### config.mk
export PLATFORM = sky130hd
export DESIGN_NAME = hpd_cfg_regs_flat
export DESIGN_NICKNAME = d
export VERILOG_FILES = /design/src/hw/rtl/hpd_pkg.sv /design/src/hw/rtl/hpd_if.sv /design/src/hw/rtl/hpd_cfg_regs.sv /design/src/flat_wrapper.sv
export SDC_FILE = /design/constraint.sdc
export NUM_CORES = 1
export LEC_CHECK = 0
export ABC_AREA = 1
export ABC_CLOCK_PERIOD_IN_PS = 900
export BUFFER_PORTS_ARGS = -buffer_cell sky130_fd_sc_hd__buf_4
export CORE_AREA = 3 3 83 125
export CTS_BUF_LIST = sky130_fd_sc_hd__clkbuf_8
export CTS_CLUSTER_DIAMETER = 120
export DETAILED_ROUTE_END_ITERATION = 10
export DIE_AREA = 0 0 86 128
export PLACE_DENSITY_LB_ADDON = 0.05
export SLEW_MARGIN = 20
export SYNTH_ARGS = -nofsm -noshare
export SYNTH_HDL_FRONTEND = slang
export SYNTH_SLANG_ARGS = --single-unit
export TNS_END_PERCENT = 10
### constraint.sdc
create_clock -name clk -period 0.9 [get_ports clk]
set_clock_uncertainty 0.05 [all_clocks]
set_input_delay 0.045 -clock clk [delete_from_list [all_inputs] [get_ports clk]]
set_output_delay 0.045 -clock clk [all_outputs]
set_load 0.02 [all_outputs]
### src/hw/rtl/hpd_pkg.sv
// Shared types, codes and constants for the PD heading turn controller.
// No dependencies; every other file of the block refers to it by scoped names.
package hpd_pkg;

  // Default structural parameters
  localparam int STALL_PERIOD_DEF = 50;
  localparam int ANGLE_BITS_DEF   = 16;

  // Field widths fixed by the channel payloads
  localparam int HEADING_W = 16;
  localparam int GAIN_W    = 16;
  localparam int BAND_W    = 15;
  localparam int TICKS_W   = 8;
  localparam int DRIVE_W   = 16;
  localparam int REASON_W  = 2;
  localparam int CFG_IDX_W = 3;
  localparam int CFG_DAT_W = 16;

  // Settle counter saturation point
  localparam logic [TICKS_W-1:0] SETTLE_MAX = '1;

  // Q8.8 gains: the PD sum drops this many fraction bits
  localparam int FRAC_BITS = 8;

  // Exit reason codes
  localparam logic [REASON_W-1:0] EXIT_RUN     = 2'd0;
  localparam logic [REASON_W-1:0] EXIT_EARLY   = 2'd1;
  localparam logic [REASON_W-1:0] EXIT_SETTLED = 2'd2;
  localparam logic [REASON_W-1:0] EXIT_STALL   = 2'd3;

  // Configuration register indexes
  localparam logic [CFG_IDX_W-1:0] REG_TARGET_HEADING  = 3'd0;
  localparam logic [CFG_IDX_W-1:0] REG_P_GAIN          = 3'd1;
  localparam logic [CFG_IDX_W-1:0] REG_D_GAIN          = 3'd2;
  localparam logic [CFG_IDX_W-1:0] REG_DRIVE_LIMIT     = 3'd3;
  localparam logic [CFG_IDX_W-1:0] REG_SETTLE_BAND     = 3'd4;
  localparam logic [CFG_IDX_W-1:0] REG_SETTLE_TICKS    = 3'd5;
  localparam logic [CFG_IDX_W-1:0] REG_STALL_BAND      = 3'd6;
  localparam logic [CFG_IDX_W-1:0] REG_EARLY_EXIT_BAND = 3'd7;

  // Reset values of the configuration registers
  localparam logic [HEADING_W-1:0] TARGET_HEADING_RST  = 16'd0;
  localparam logic [GAIN_W-1:0]    P_GAIN_RST          = 16'd534;
  localparam logic [GAIN_W-1:0]    D_GAIN_RST          = 16'd2813;
  localparam logic [BAND_W-1:0]    DRIVE_LIMIT_RST     = 15'd11000;
  localparam logic [BAND_W-1:0]    SETTLE_BAND_RST     = 15'd546;
  localparam logic [TICKS_W-1:0]   SETTLE_TICKS_RST    = 8'd8;
  localparam logic [BAND_W-1:0]    STALL_BAND_RST      = 15'd728;
  localparam logic [BAND_W-1:0]    EARLY_EXIT_BAND_RST = 15'd0;

  typedef struct packed {
    logic [HEADING_W-1:0] target_heading;
    logic [GAIN_W-1:0]    p_gain;
    logic [GAIN_W-1:0]    d_gain;
    logic [BAND_W-1:0]    drive_limit;
    logic [BAND_W-1:0]    settle_band;
    logic [TICKS_W-1:0]   settle_ticks;
    logic [BAND_W-1:0]    stall_band;
    logic [BAND_W-1:0]    early_exit_band;
  } cfg_t;

endpackage

### src/hw/rtl/hpd_if.sv


// Configuration write channel
interface hpd_cfg_if;
  logic                            valid;
  logic                            ready;
  logic [hpd_pkg::CFG_IDX_W-1:0]   index;
  logic [hpd_pkg::CFG_DAT_W-1:0]   data;
  modport source (output valid, index, data, input ready);
  modport sink   (input valid, index, data, output ready);
endinterface

### src/hw/rtl/hpd_cfg_regs.sv
// Configuration register file of the PD heading turn controller.
// Depends on hpd_pkg and hpd_cfg_if.
module hpd_cfg_regs (
  input  logic            clk,
  input  logic            rst,
  hpd_cfg_if.sink         cfg,
  output hpd_pkg::cfg_t   regs
);

  assign cfg.ready = 1'b1;

  always_ff @(posedge clk) begin
    if (rst) begin
      regs.target_heading  <= hpd_pkg::TARGET_HEADING_RST;
      regs.p_gain          <= hpd_pkg::P_GAIN_RST;
      regs.d_gain          <= hpd_pkg::D_GAIN_RST;
      regs.drive_limit     <= hpd_pkg::DRIVE_LIMIT_RST;
      regs.settle_band     <= hpd_pkg::SETTLE_BAND_RST;
      regs.settle_ticks    <= hpd_pkg::SETTLE_TICKS_RST;
      regs.stall_band      <= hpd_pkg::STALL_BAND_RST;
      regs.early_exit_band <= hpd_pkg::EARLY_EXIT_BAND_RST;
    end else if (cfg.valid && cfg.ready) begin
      unique case (cfg.index)
        hpd_pkg::REG_TARGET_HEADING:  regs.target_heading  <= cfg.data;
        hpd_pkg::REG_P_GAIN:          regs.p_gain          <= cfg.data;
        hpd_pkg::REG_D_GAIN:          regs.d_gain          <= cfg.data;
        hpd_pkg::REG_DRIVE_LIMIT:     regs.drive_limit     <= cfg.data[hpd_pkg::BAND_W-1:0];
        hpd_pkg::REG_SETTLE_BAND:     regs.settle_band     <= cfg.data[hpd_pkg::BAND_W-1:0];
        hpd_pkg::REG_SETTLE_TICKS:    regs.settle_ticks    <= cfg.data[hpd_pkg::TICKS_W-1:0];
        hpd_pkg::REG_STALL_BAND:      regs.stall_band      <= cfg.data[hpd_pkg::BAND_W-1:0];
        hpd_pkg::REG_EARLY_EXIT_BAND: regs.early_exit_band <= cfg.data[hpd_pkg::BAND_W-1:0];
        default: ;
      endcase
    end
  end

endmodule

### src/flat_wrapper.sv
// flat-port wrapper written by rule: the top's interface ports become plain ports
module hpd_cfg_regs_flat 
  (clk, rst, regs, cfg_valid, cfg_index, cfg_data, cfg_ready);
  hpd_cfg_if cfg_i ();
  input  logic clk;
  input  logic rst;
  output hpd_pkg::cfg_t regs;
  input wire logic [$bits(cfg_i.valid)-1:0] cfg_valid;
  input wire logic [$bits(cfg_i.index)-1:0] cfg_index;
  input wire logic [$bits(cfg_i.data)-1:0] cfg_data;
  output wire logic [$bits(cfg_i.ready)-1:0] cfg_ready;
  assign cfg_i.valid = cfg_valid;
  assign cfg_i.index = cfg_index;
  assign cfg_i.data = cfg_data;
  assign cfg_ready = cfg_i.ready;
  hpd_cfg_regs u_core (.clk(clk), .rst(rst), .cfg(cfg_i), .regs(regs));
endmodule
==> results.sh, run 1 <==
export IMPL_holdWs_ns=0.0468
export IMPL_syn_inst=632
export IMPL_ctsRootBufferMaster="clkbuf_8"
export IMPL_cts_htree_levels=4
export IMPL_drt_antenna_violating_nets=0
export IMPL_die_y_um=128
export IMPL_crit_fanout=2
export IMPL_leakagePower_uw=0.00330
export IMPL_switching_power_uw=3210
export IMPL_grt_antenna_before_repair=0
export IMPL_crit_chain="buf_6"
export IMPL_pwr_share_clk_pct=45.5
export IMPL_syn_area_um2=4480
export IMPL_power_density_nw_per_um2=1850
export IMPL_cp_slowest_cell="dfxtp_2"
export IMPL_clk_pin_slew_ns=0.07
export IMPL_synth_avg_cell_area_um2=7.10
export IMPL_routed_wl_um=13900
export IMPL_fmax_ghz=1.01
export IMPL_via_count=4680
export IMPL_diodes=0
export IMPL_vias_per_cell=5.06
export IMPL_maxSlewViolCount=0
export IMPL_grt_pass1_vias=4454
export IMPL_fin_crit_ns=0.994
export IMPL_fp_row_count=43
export IMPL_synth_top_family_by_area="simple AND/OR/NAND/NOR gates"
export IMPL_start_util_pct=48.2
export IMPL_synth_xor_area_share_pct=0
export IMPL_largest_reg_flops=116
export IMPL_grt_start_max_net_pins=36
export IMPL_drt_iter0_markers=230
export IMPL_io_buffers=137
export IMPL_drive_above_1_share_pct=41.2
export IMPL_ys_warnings_count=0
export IMPL_status="finished, violations left"
export IMPL_hold_depth=6
export IMPL_slew_headroom_pct=58.1
export IMPL_critPathArrivalTime_ns=0.90
export IMPL_drc=0
export IMPL_synth_seq_cells=116
export IMPL_top_regs="u_core.regs x116"
export IMPL_worst_slack_ns=-0.0938
export IMPL_cp_depth=1
export IMPL_p_int_uw=10100
export IMPL_max_stage_delay_ns=0.36
export IMPL_switching_share_pct=24.2
export IMPL_clock_latency_ns=0.42
export IMPL_grt_pass1_wl_um=22000
export IMPL_synthMuxAreaShare_pct=0
export IMPL_finalPower_uw=13300
export IMPL_fin_crit_sh_pct=110
export IMPL_cts_buffers_inserted=17
export IMPL_post_drt_wl_per_cell_um=15.0
export IMPL_overflow=0
export IMPL_comb_power_share_pct=13.1
export IMPL_cts_max_path_buffers=2
export IMPL_crit_path_end_kind="output pin"
export IMPL_sequentialPowerShare_pct=41.3
export IMPL_grt_total_usage_pct=26.0
export IMPL_yosysSeqAreaShare_pct=51.8
export IMPL_clock_sinks=116
export IMPL_hp_class="primary input to register"
export IMPL_cpLargestDelayFamily="flip-flops"
export IMPL_top_register="u_core.regs"
export IMPL_synth_nets=654
export IMPL_gp_congestion=0.814
export IMPL_drt_first_pass_iters=6
export IMPL_hpwl_um=9500
export IMPL_hold_viol=0
export IMPL_cp_required_ns=0.81
export IMPL_syn2layout_area_growth_pct=59.7
export IMPL_io_pins=139
export IMPL_worst_pin_slew_ns=0.628
export IMPL_critPathKind="register to output pin"
export IMPL_maxCapViolCount=0
export IMPL_violations="setup timing"
export IMPL_synth_fa_ha_area_share_pct=0
export IMPL_cp_start_kind="register"
export IMPL_yosys_area_share_simple_pct=42.3
export IMPL_vdd_drop_max_v=0.00167
export IMPL_grt_setup_unrepaired="true"
export IMPL_ys_types=15
export IMPL_die_w_um=86
export IMPL_postCtsSetupRepairBufs=0
export IMPL_die_area_um2=11000
export IMPL_worst_path_buf_inv=1
export IMPL_setup_violations_final=116
export IMPL_nets=822
export IMPL_synth_compound_area_share_pct=0.112
export IMPL_fp_coreArea_um2=9310
export IMPL_worst_r2r_cell_count=2
export IMPL_cts_tree="yes"
==> logic make-up after synthesis <==
group	count (synthesis)
compound gates	1
other cells	1
simple gates	456
flops	116
buf+inv	58
==> cell usage in the layout (no fill, tap or decap) <==
| master | count |
|---|---|
| clkinvlp_4 | 2 |
| inv_2 | 2 |
| clkbuf_8 | 18 |
| conb_1 | 1 |
| clkinv_2 | 3 |
| buf_12 | 16 |
| bufinv_16 | 7 |
| buf_6 | 116 |
| nand3_1 | 101 |
| dfxtp_2 | 116 |
| clkinv_4 | 3 |
| dlygate4sd3_1 | 13 |
| nand2_1 | 168 |
| nor2_1 | 174 |
| o21ai_0 | 1 |
| nand2_2 | 3 |
| nor2_4 | 6 |
| buf_4 | 39 |
| inv_1 | 20 |
| nor2_2 | 4 |
==> cells in the mapped netlist (all sizes together) <==
| cell | count | area, um^2 |
|---|---|---|
| inv | 23 | 86.3 |
| conb | 1 | 3.75 |
| clkbuf | 5 | 18.8 |
| nand2 | 171 | 649 |
| o21ai | 1 | 5.00 |
| dfxtp | 116 | 2320 |
| nand3 | 101 | 505 |
| buf | 30 | 153 |
| nor2 | 184 | 741 |
==> layout make-up <==
type                       instances  area, um^2
fill                             674        2140
clock inverter                    14         258
timing repair buffer             184        2050
multi-input combinational        458        1910
inverter                          23        91.3
sequential                       116        2470
clock buffer                      18         248
tap                              112         140
==> timing repair <==
item | 4_1_cts | 5_1_grt
setup endpoints to repair | 116 | 123
cloned | 0 | 0
hold buffers | 13 | 0
pin swaps | 0 | 0
resized for setup | 232 | 3
hold endpoints to repair | 34 | 0
==> metrics by stage <==
stage	std cells	utilization, %	setup TNS (ns)	cell area [um^2]	setup slack, ns
after global routing	925	77.0	-12.52	7160	-0.135
after CTS	925	76.9	-10.77	7160	-0.113
after detailed placement	880	63.9	-17.69	5940	-0.260
after global placement	880	63.9	-14.77	5940	-0.176
after floorplan	632	-	0	4480	0.0376
final	925	77.0	-8.39	7160	-0.0938
==> worst paths after layout <==
| check | start | end | slack, ns |
|---|---|---|---|
| hold reg to reg | u_core.regs[60]$_SDFFE_PP1P_ | u_core.regs[60]$_SDFFE_PP1P_ | 0.42 |
| hold / removal | cfg_data[14] | u_core.regs[14]$_SDFFE_PP0P_ | 0.05 |
| setup reg to reg | u_core.regs[33]$_SDFFE_PP1P_ | u_core.regs[33]$_SDFFE_PP1P_ | 0.23 |
| setup / recovery | u_core.regs[44]$_SDFFE_PP0P_ | regs[44] | -0.09 |
==> per-layer routing <==
metal,vias up,global-route usage [%],share of wire [%]
li1,2299,-,-
met3,27,7.20,7.9
met5,-,0,0
met2,212,43.6,51
met4,0,11.5,2.6
met1,2142,30.5,39
==> power groups by stage <==
stage | Sequential [uW] | Combinational (uW) | Clock [uW]
after detailed placement | 5530 | 1580 | 0
after CTS | 5490 | 1740 | 6110
after global routing | 5510 | 1880 | 6340
after floorplan | 5740 | 613 | 0
after global placement | 5530 | 1550 | 0
final | 5490 | 1740 | 6040
(Power assumes the default switching activity.)
==> run 2: changes to the inputs <==
Settings changed: MAX_ROUTING_LAYER set to met4.
==> run 2 against run 1 <==
  * The run still ends with setup timing left
  * Utilization is the same
  * Critical path depth did not move
  * Maximum frequency rose by 0.52%
  * Sequential share of layout area is the same
  * Final area stayed put
  * Highest routed layer unchanged
  * Clock power hardly changed
  * Sequential power about the same
  * Combinational power barely moved
  * Global-route usage up 0.77 points
  * Wire length is 0.15% higher
  * Die area did not move
  * First-iteration DRC count up 5.7%
==> results.sh, run 2 (synthesized netlist as in run 1, its figures left out) <==
export IMPL_status="finished, violations left"
export IMPL_violations="setup timing"
export IMPL_maxSlewViolCount=0
export IMPL_worst_r2r_cell_count=2
export IMPL_max_stage_delay_ns=0.36
export IMPL_die_y_um=128
export IMPL_slew_headroom_pct=57.9
export IMPL_overflow=0
export IMPL_timing_rr_start="u_core.regs[33]$_SDFFE_PP1P_"
export IMPL_clock_latency_ns=0.42
export IMPL_hp_class="primary input to register"
export IMPL_vias_per_cell=5.00
export IMPL_sequentialPowerShare_pct=41.4
export IMPL_p_int_uw=10100
export IMPL_via_count=4627
export IMPL_clk_pin_slew_ns=0.07
export IMPL_vdd_drop_max_v=0.00167
export IMPL_hold_viol=0
export IMPL_fmax_ghz=1.01
export IMPL_drt_first_pass_iters=6
export IMPL_postCtsSetupRepairBufs=0
export IMPL_grt_use_met1_pct=30.8
export IMPL_nets=822
export IMPL_crit_fanout=2
export IMPL_drt_iter0_markers=243
export IMPL_worst_slack_ns=-0.0887
export IMPL_dp_cells=880
export IMPL_fp_row_count=43
export IMPL_routed_wl_um=13900
export IMPL_diodes=0
export IMPL_regToRegSetupSlack_ns=0.23
export IMPL_comb_power_share_pct=13.2
export IMPL_fp_coreArea_um2=9310
export IMPL_fin_crit_sh_pct=110
export IMPL_switching_share_pct=24.1
export IMPL_critPathKind="register to output pin"
export IMPL_grt_antenna_before_repair=0
export IMPL_ctsRootBufferMaster="clkbuf_8"
export IMPL_final_cell_mix="nor2_1, nand2_1, buf_6, dfxtp_2, nand3_1"
export IMPL_setup_violations_final=118
export IMPL_critPathArrivalTime_ns=0.89
export IMPL_drt_antenna_violating_nets=0
export IMPL_gp_congestion=0.826
export IMPL_grt_total_usage_pct=26.7
export IMPL_cpLargestDelayFamily="flip-flops"
export IMPL_fillers=674
export IMPL_worst_path_buf_inv=1
export IMPL_cts_tree="yes"
export IMPL_grt_start_max_net_pins=36
export IMPL_holdWs_ns=0.0508
export IMPL_io_buffers=137
export IMPL_post_drt_wl_per_cell_um=15.0
export IMPL_top_register="u_core.regs"
export IMPL_cp_slowest_cell="dfxtp_2"
export IMPL_cp_required_ns=0.81
export IMPL_crit_chain="buf_6"
export IMPL_die_area_um2=11000
export IMPL_min_from="cfg_data[14]"
export IMPL_hold_depth=6
export IMPL_drc=0
export IMPL_grt_pass1_vias=4444
export IMPL_timing_rr_end="u_core.regs[33]$_SDFFE_PP1P_"
export IMPL_final_common_cell="nor2_1"
export IMPL_fin_setup_tns_ns=-8.08
export IMPL_cts_max_path_buffers=2
export IMPL_top_regs="u_core.regs x116"
export IMPL_die_w_um=86
export IMPL_use_met2_pct=43.6
export IMPL_cts_buffers_inserted=17
export IMPL_drive_above_1_share_pct=41.2
export IMPL_largest_reg_flops=116
export IMPL_worstHoldEndpoint="u_core.regs[14]$_SDFFE_PP0P_"
export IMPL_use_met3_pct=6.88
export IMPL_cts_htree_levels=4
export IMPL_switching_power_uw=3200
export IMPL_pwr_share_clk_pct=45.5
export IMPL_power_density_nw_per_um2=1850
export IMPL_final_cells=925
export IMPL_io_pins=139
export IMPL_syn2layout_area_growth_pct=59.7
export IMPL_grt_setup_unrepaired="true"
export IMPL_cp_start_kind="register"
export IMPL_worst_pin_slew_ns=0.631
export IMPL_fin_crit_ns=0.989
export IMPL_crit_path_end_kind="output pin"
export IMPL_start_util_pct=48.2
export IMPL_grt_pass1_wl_um=22000
export IMPL_maxCapViolCount=0
export IMPL_hpwl_um=9500
export IMPL_clock_sinks=116
export IMPL_leakagePower_uw=0.00330
export IMPL_grt_busiest_layer="met2"
run 2: how the worst max path moves through the flow:
stage,start,end,slack (ns),cells after the start
2_1_floorplan,cfg_index[1],u_core.regs[15]$_SDFFE_PP0P_,0.04,6
3_3_place_gp,cfg_index[2],u_core.regs[57]$_SDFFE_PP1P_,-0.18,6
3_5_place_dp,cfg_index[2],u_core.regs[56]$_SDFFE_PP1P_,-0.26,6
4_1_cts,u_core.regs[67]$_SDFFE_PP0P_,regs[67],-0.11,1
5_1_grt,u_core.regs[67]$_SDFFE_PP0P_,regs[67],-0.13,1
6_report,u_core.regs[44]$_SDFFE_PP0P_,regs[44],-0.09,1
run 2: repair_timing:
action                                  in CTS  in global routing
hold buffers                                13                  0
resized for setup                          232                  3
endpoints found under the setup margin     116                123
hold endpoints to repair                    34                  0
run 2: per-layer routing:
metal / routed length [um] / vias up
met5: 0 / -
met4: 300 / 0
met1: 5510 / 2098
met2: 6940 / 210
li1: - / 2299
met3: 1120 / 20
run 2: power by group through the flow:
stage	Clock (uW)	Sequential (uW)	Combinational (uW)
floorplan	0	5740	613
global placement	0	5530	1550
detailed placement	0	5530	1580
CTS	6110	5490	1740
global route	6350	5510	1880
finish	6030	5490	1750
run 2: cell type report:
class,instances,area (um^2),area share [%]
Clock buffer,18,248,3.46
Clock inverter,14,258,3.60
Inverter,23,91.3,1.28
Multi-Input combinational cell,458,1910,26.7
Sequential cell,116,2470,34.4
Tap cell,112,140,1.96
Timing Repair Buffer,184,2050,28.6
run 2: metrics by stage:
| step | setup slack (ns) | utilization (%) | area [um^2] | total power, uW |
|---|---|---|---|---|
| detailed placement | -0.260 | 63.9 | 5940 | 7110 |
| CTS | -0.113 | 76.9 | 7160 | 13300 |
| floorplan | 0.0376 | - | 4480 | 6350 |
| global route | -0.135 | 77.0 | 7160 | 13700 |
| global placement | -0.176 | 63.9 | 5940 | 7080 |
| finish | -0.0887 | 77.0 | 7160 | 13300 |
==> run 3: changes to the inputs <==
Settings changed: BUFFER_PORTS_ARGS -buffer_cell sky130_fd_sc_hd__buf_4 to not set, CORE_AREA 3 3 83 125 to 3 3 82 122, DIE_AREA 0 0 86 128 to 0 0 85 125, DONT_BUFFER_PORTS set to 1, MAX_ROUTING_LAYER met4 to not set.
==> run 3 against run 2 <==
  * Via count shrank 1.9%
  * Clock-buffer cell count rose by 6
  * Die area down 3.5%
  * Sequential cell count is the same
  * Cell count fell by 4.0%
  * The run ends with hold timing, setup timing left
==> results.sh, run 3 (synthesized netlist as in run 1, its figures left out) <==
export IMPL_maxSlewViolCount=0
export IMPL_power_density_nw_per_um2=1750
export IMPL_status="finished, violations left"
export IMPL_hold_viol=39
export IMPL_grt_pass1_vias=4325
export IMPL_grt_start_max_net_pins=51
export IMPL_clk_pin_slew_ns=0.07
export IMPL_leakagePower_uw=0.00310
export IMPL_io_pins=139
export IMPL_drc=0
export IMPL_syn2layout_area_growth_pct=52.2
export IMPL_worst_path_buf_inv=1
export IMPL_hpwl_um=9120
export IMPL_fin_setup_tns_ns=-8.21
export IMPL_cts_tree="yes"
export IMPL_postCtsSetupRepairBufs=0
export IMPL_worst_slack_ns=-0.106
export IMPL_routed_wl_um=14100
export IMPL_hp_class="primary input to register"
export IMPL_final_cell_mix="nor2_1, nand2_1, buf_6, dfxtp_2, nand3_1"
export IMPL_finalPower_uw=12000
export IMPL_overflow=0
export IMPL_fin_crit_sh_pct=112
export IMPL_drt_first_pass_iters=5
export IMPL_die_area_um2=10600
export IMPL_setup_violations_final=124
export IMPL_crit_fanout=2
export IMPL_drive_above_1_share_pct=37.9
export IMPL_drt_iter0_markers=285
export IMPL_crit_chain="buf_6"
export IMPL_post_drt_wl_per_cell_um=15.9
export IMPL_fp_row_count=42
export IMPL_grt_setup_unrepaired="true"
export IMPL_via_count=4541
export IMPL_gp_congestion=0.801
export IMPL_critPathArrivalTime_ns=0.91
export IMPL_io_buffers=0
export IMPL_cp_required_ns=0.81
export IMPL_nets=789
export IMPL_violations="hold timing, setup timing"
export IMPL_diodes=0
export IMPL_top_regs="u_core.regs x116"
export IMPL_cp_start_kind="register"
export IMPL_top_register="u_core.regs"
export IMPL_fp_coreArea_um2=8990
export IMPL_cts_max_path_buffers=2
export IMPL_grt_pass1_wl_um=22100
export IMPL_maxCapViolCount=0
export IMPL_cts_buffers_inserted=17
export IMPL_vias_per_cell=5.11
export IMPL_dp_cells=835
export IMPL_holdWs_ns=-0.0909
export IMPL_final_common_cell="nor2_1"
export IMPL_postCtsHoldBufs=22
export IMPL_clock_latency_ns=0.43
export IMPL_largest_reg_flops=116
export IMPL_fmax_ghz=0.994
export IMPL_grt_total_usage_pct=26.4
export IMPL_vdd_drop_max_v=0.00129
export IMPL_crit_path_end_kind="output pin"
export IMPL_fin_crit_ns=1.01
export IMPL_drt_antenna_violating_nets=0
export IMPL_critPathKind="register to output pin"
export IMPL_die_w_um=85
export IMPL_max_stage_delay_ns=0.36
export IMPL_ctsRootBufferMaster="clkbuf_8"
export IMPL_final_cells=888
export IMPL_clock_sinks=116
export IMPL_cpLargestDelayFamily="flip-flops"
export IMPL_cts_htree_levels=4
export IMPL_start_util_pct=49.9
export IMPL_grt_antenna_before_repair=0
export IMPL_cp_slowest_cell="dfxtp_2"
export IMPL_die_y_um=125
run 3: through the flow:
step	setup slack (ns)	area [um^2]	utilization [%]	hold WS (ns)
3_5_place_dp	-0.00635	5580	62.1	0.115
5_1_grt	-0.140	6830	76.0	-0.0833
2_1_floorplan	0.0376	4480	-	0.108
3_3_place_gp	0.0335	5580	62.1	0.111
6_report	-0.106	6830	76.0	-0.0909
4_1_cts	-0.130	6770	75.4	-0.106
run 3: repair_timing:
| item | 4_1_cts | 5_1_grt |
|---|---|---|
| hold endpoints to repair | 116 | 20 |
| gates resized for setup | 232 | 14 |
| cloned | 0 | 1 |
| setup endpoints to repair | 116 | 208 |
| pin swaps | 0 | 2 |
run 3: worst paths after layout:
check	from	to	slack [ns]	depth (start not counted)
hold / removal	cfg_index[2]	u_core.regs[85]$_SDFFE_PP1P_	-0.09	4
hold reg to reg	u_core.regs[19]$_SDFFE_PP1P_	u_core.regs[19]$_SDFFE_PP1P_	0.42	2
setup reg to reg	u_core.regs[66]$_SDFFE_PP1P_	u_core.regs[66]$_SDFFE_PP1P_	0.19	2
setup / recovery	u_core.regs[26]$_SDFFE_PP0P_	regs[26]	-0.11	1
run 3: routing by layer:
metal  global-route usage (%)  vias up  share of wire [%]  wire length [um]
met5                        0        -                  0                 0
li1                         -     2230                  -                 -
met4                     10.9        0                2.2               314
met1                     30.9     2105                 38              5400
met2                     44.5      181                 51              7240
met3                     7.83       25                8.0              1130
run 3: area by class of cell:
class / instances / area [um^2]
tap: 110 / 138
fill: 676 / 2160
sequential: 116 / 2500
multi-input combinational: 458 / 1920
inverter: 23 / 95.1
clock buffer: 24 / 330
clock inverter: 6 / 76.3
timing repair buffer: 151 / 1760
run 3: power breakdown:
| group | leakage, uW | internal, uW | switching (uW) | total (uW) |
|---|---|---|---|---|
| registers | 0.000975 | 5330 | 162 | 5490 |
| logic | 0.00191 | 687 | 907 | 1590 |
| clock network | 0.000221 | 2920 | 1980 | 4900 |
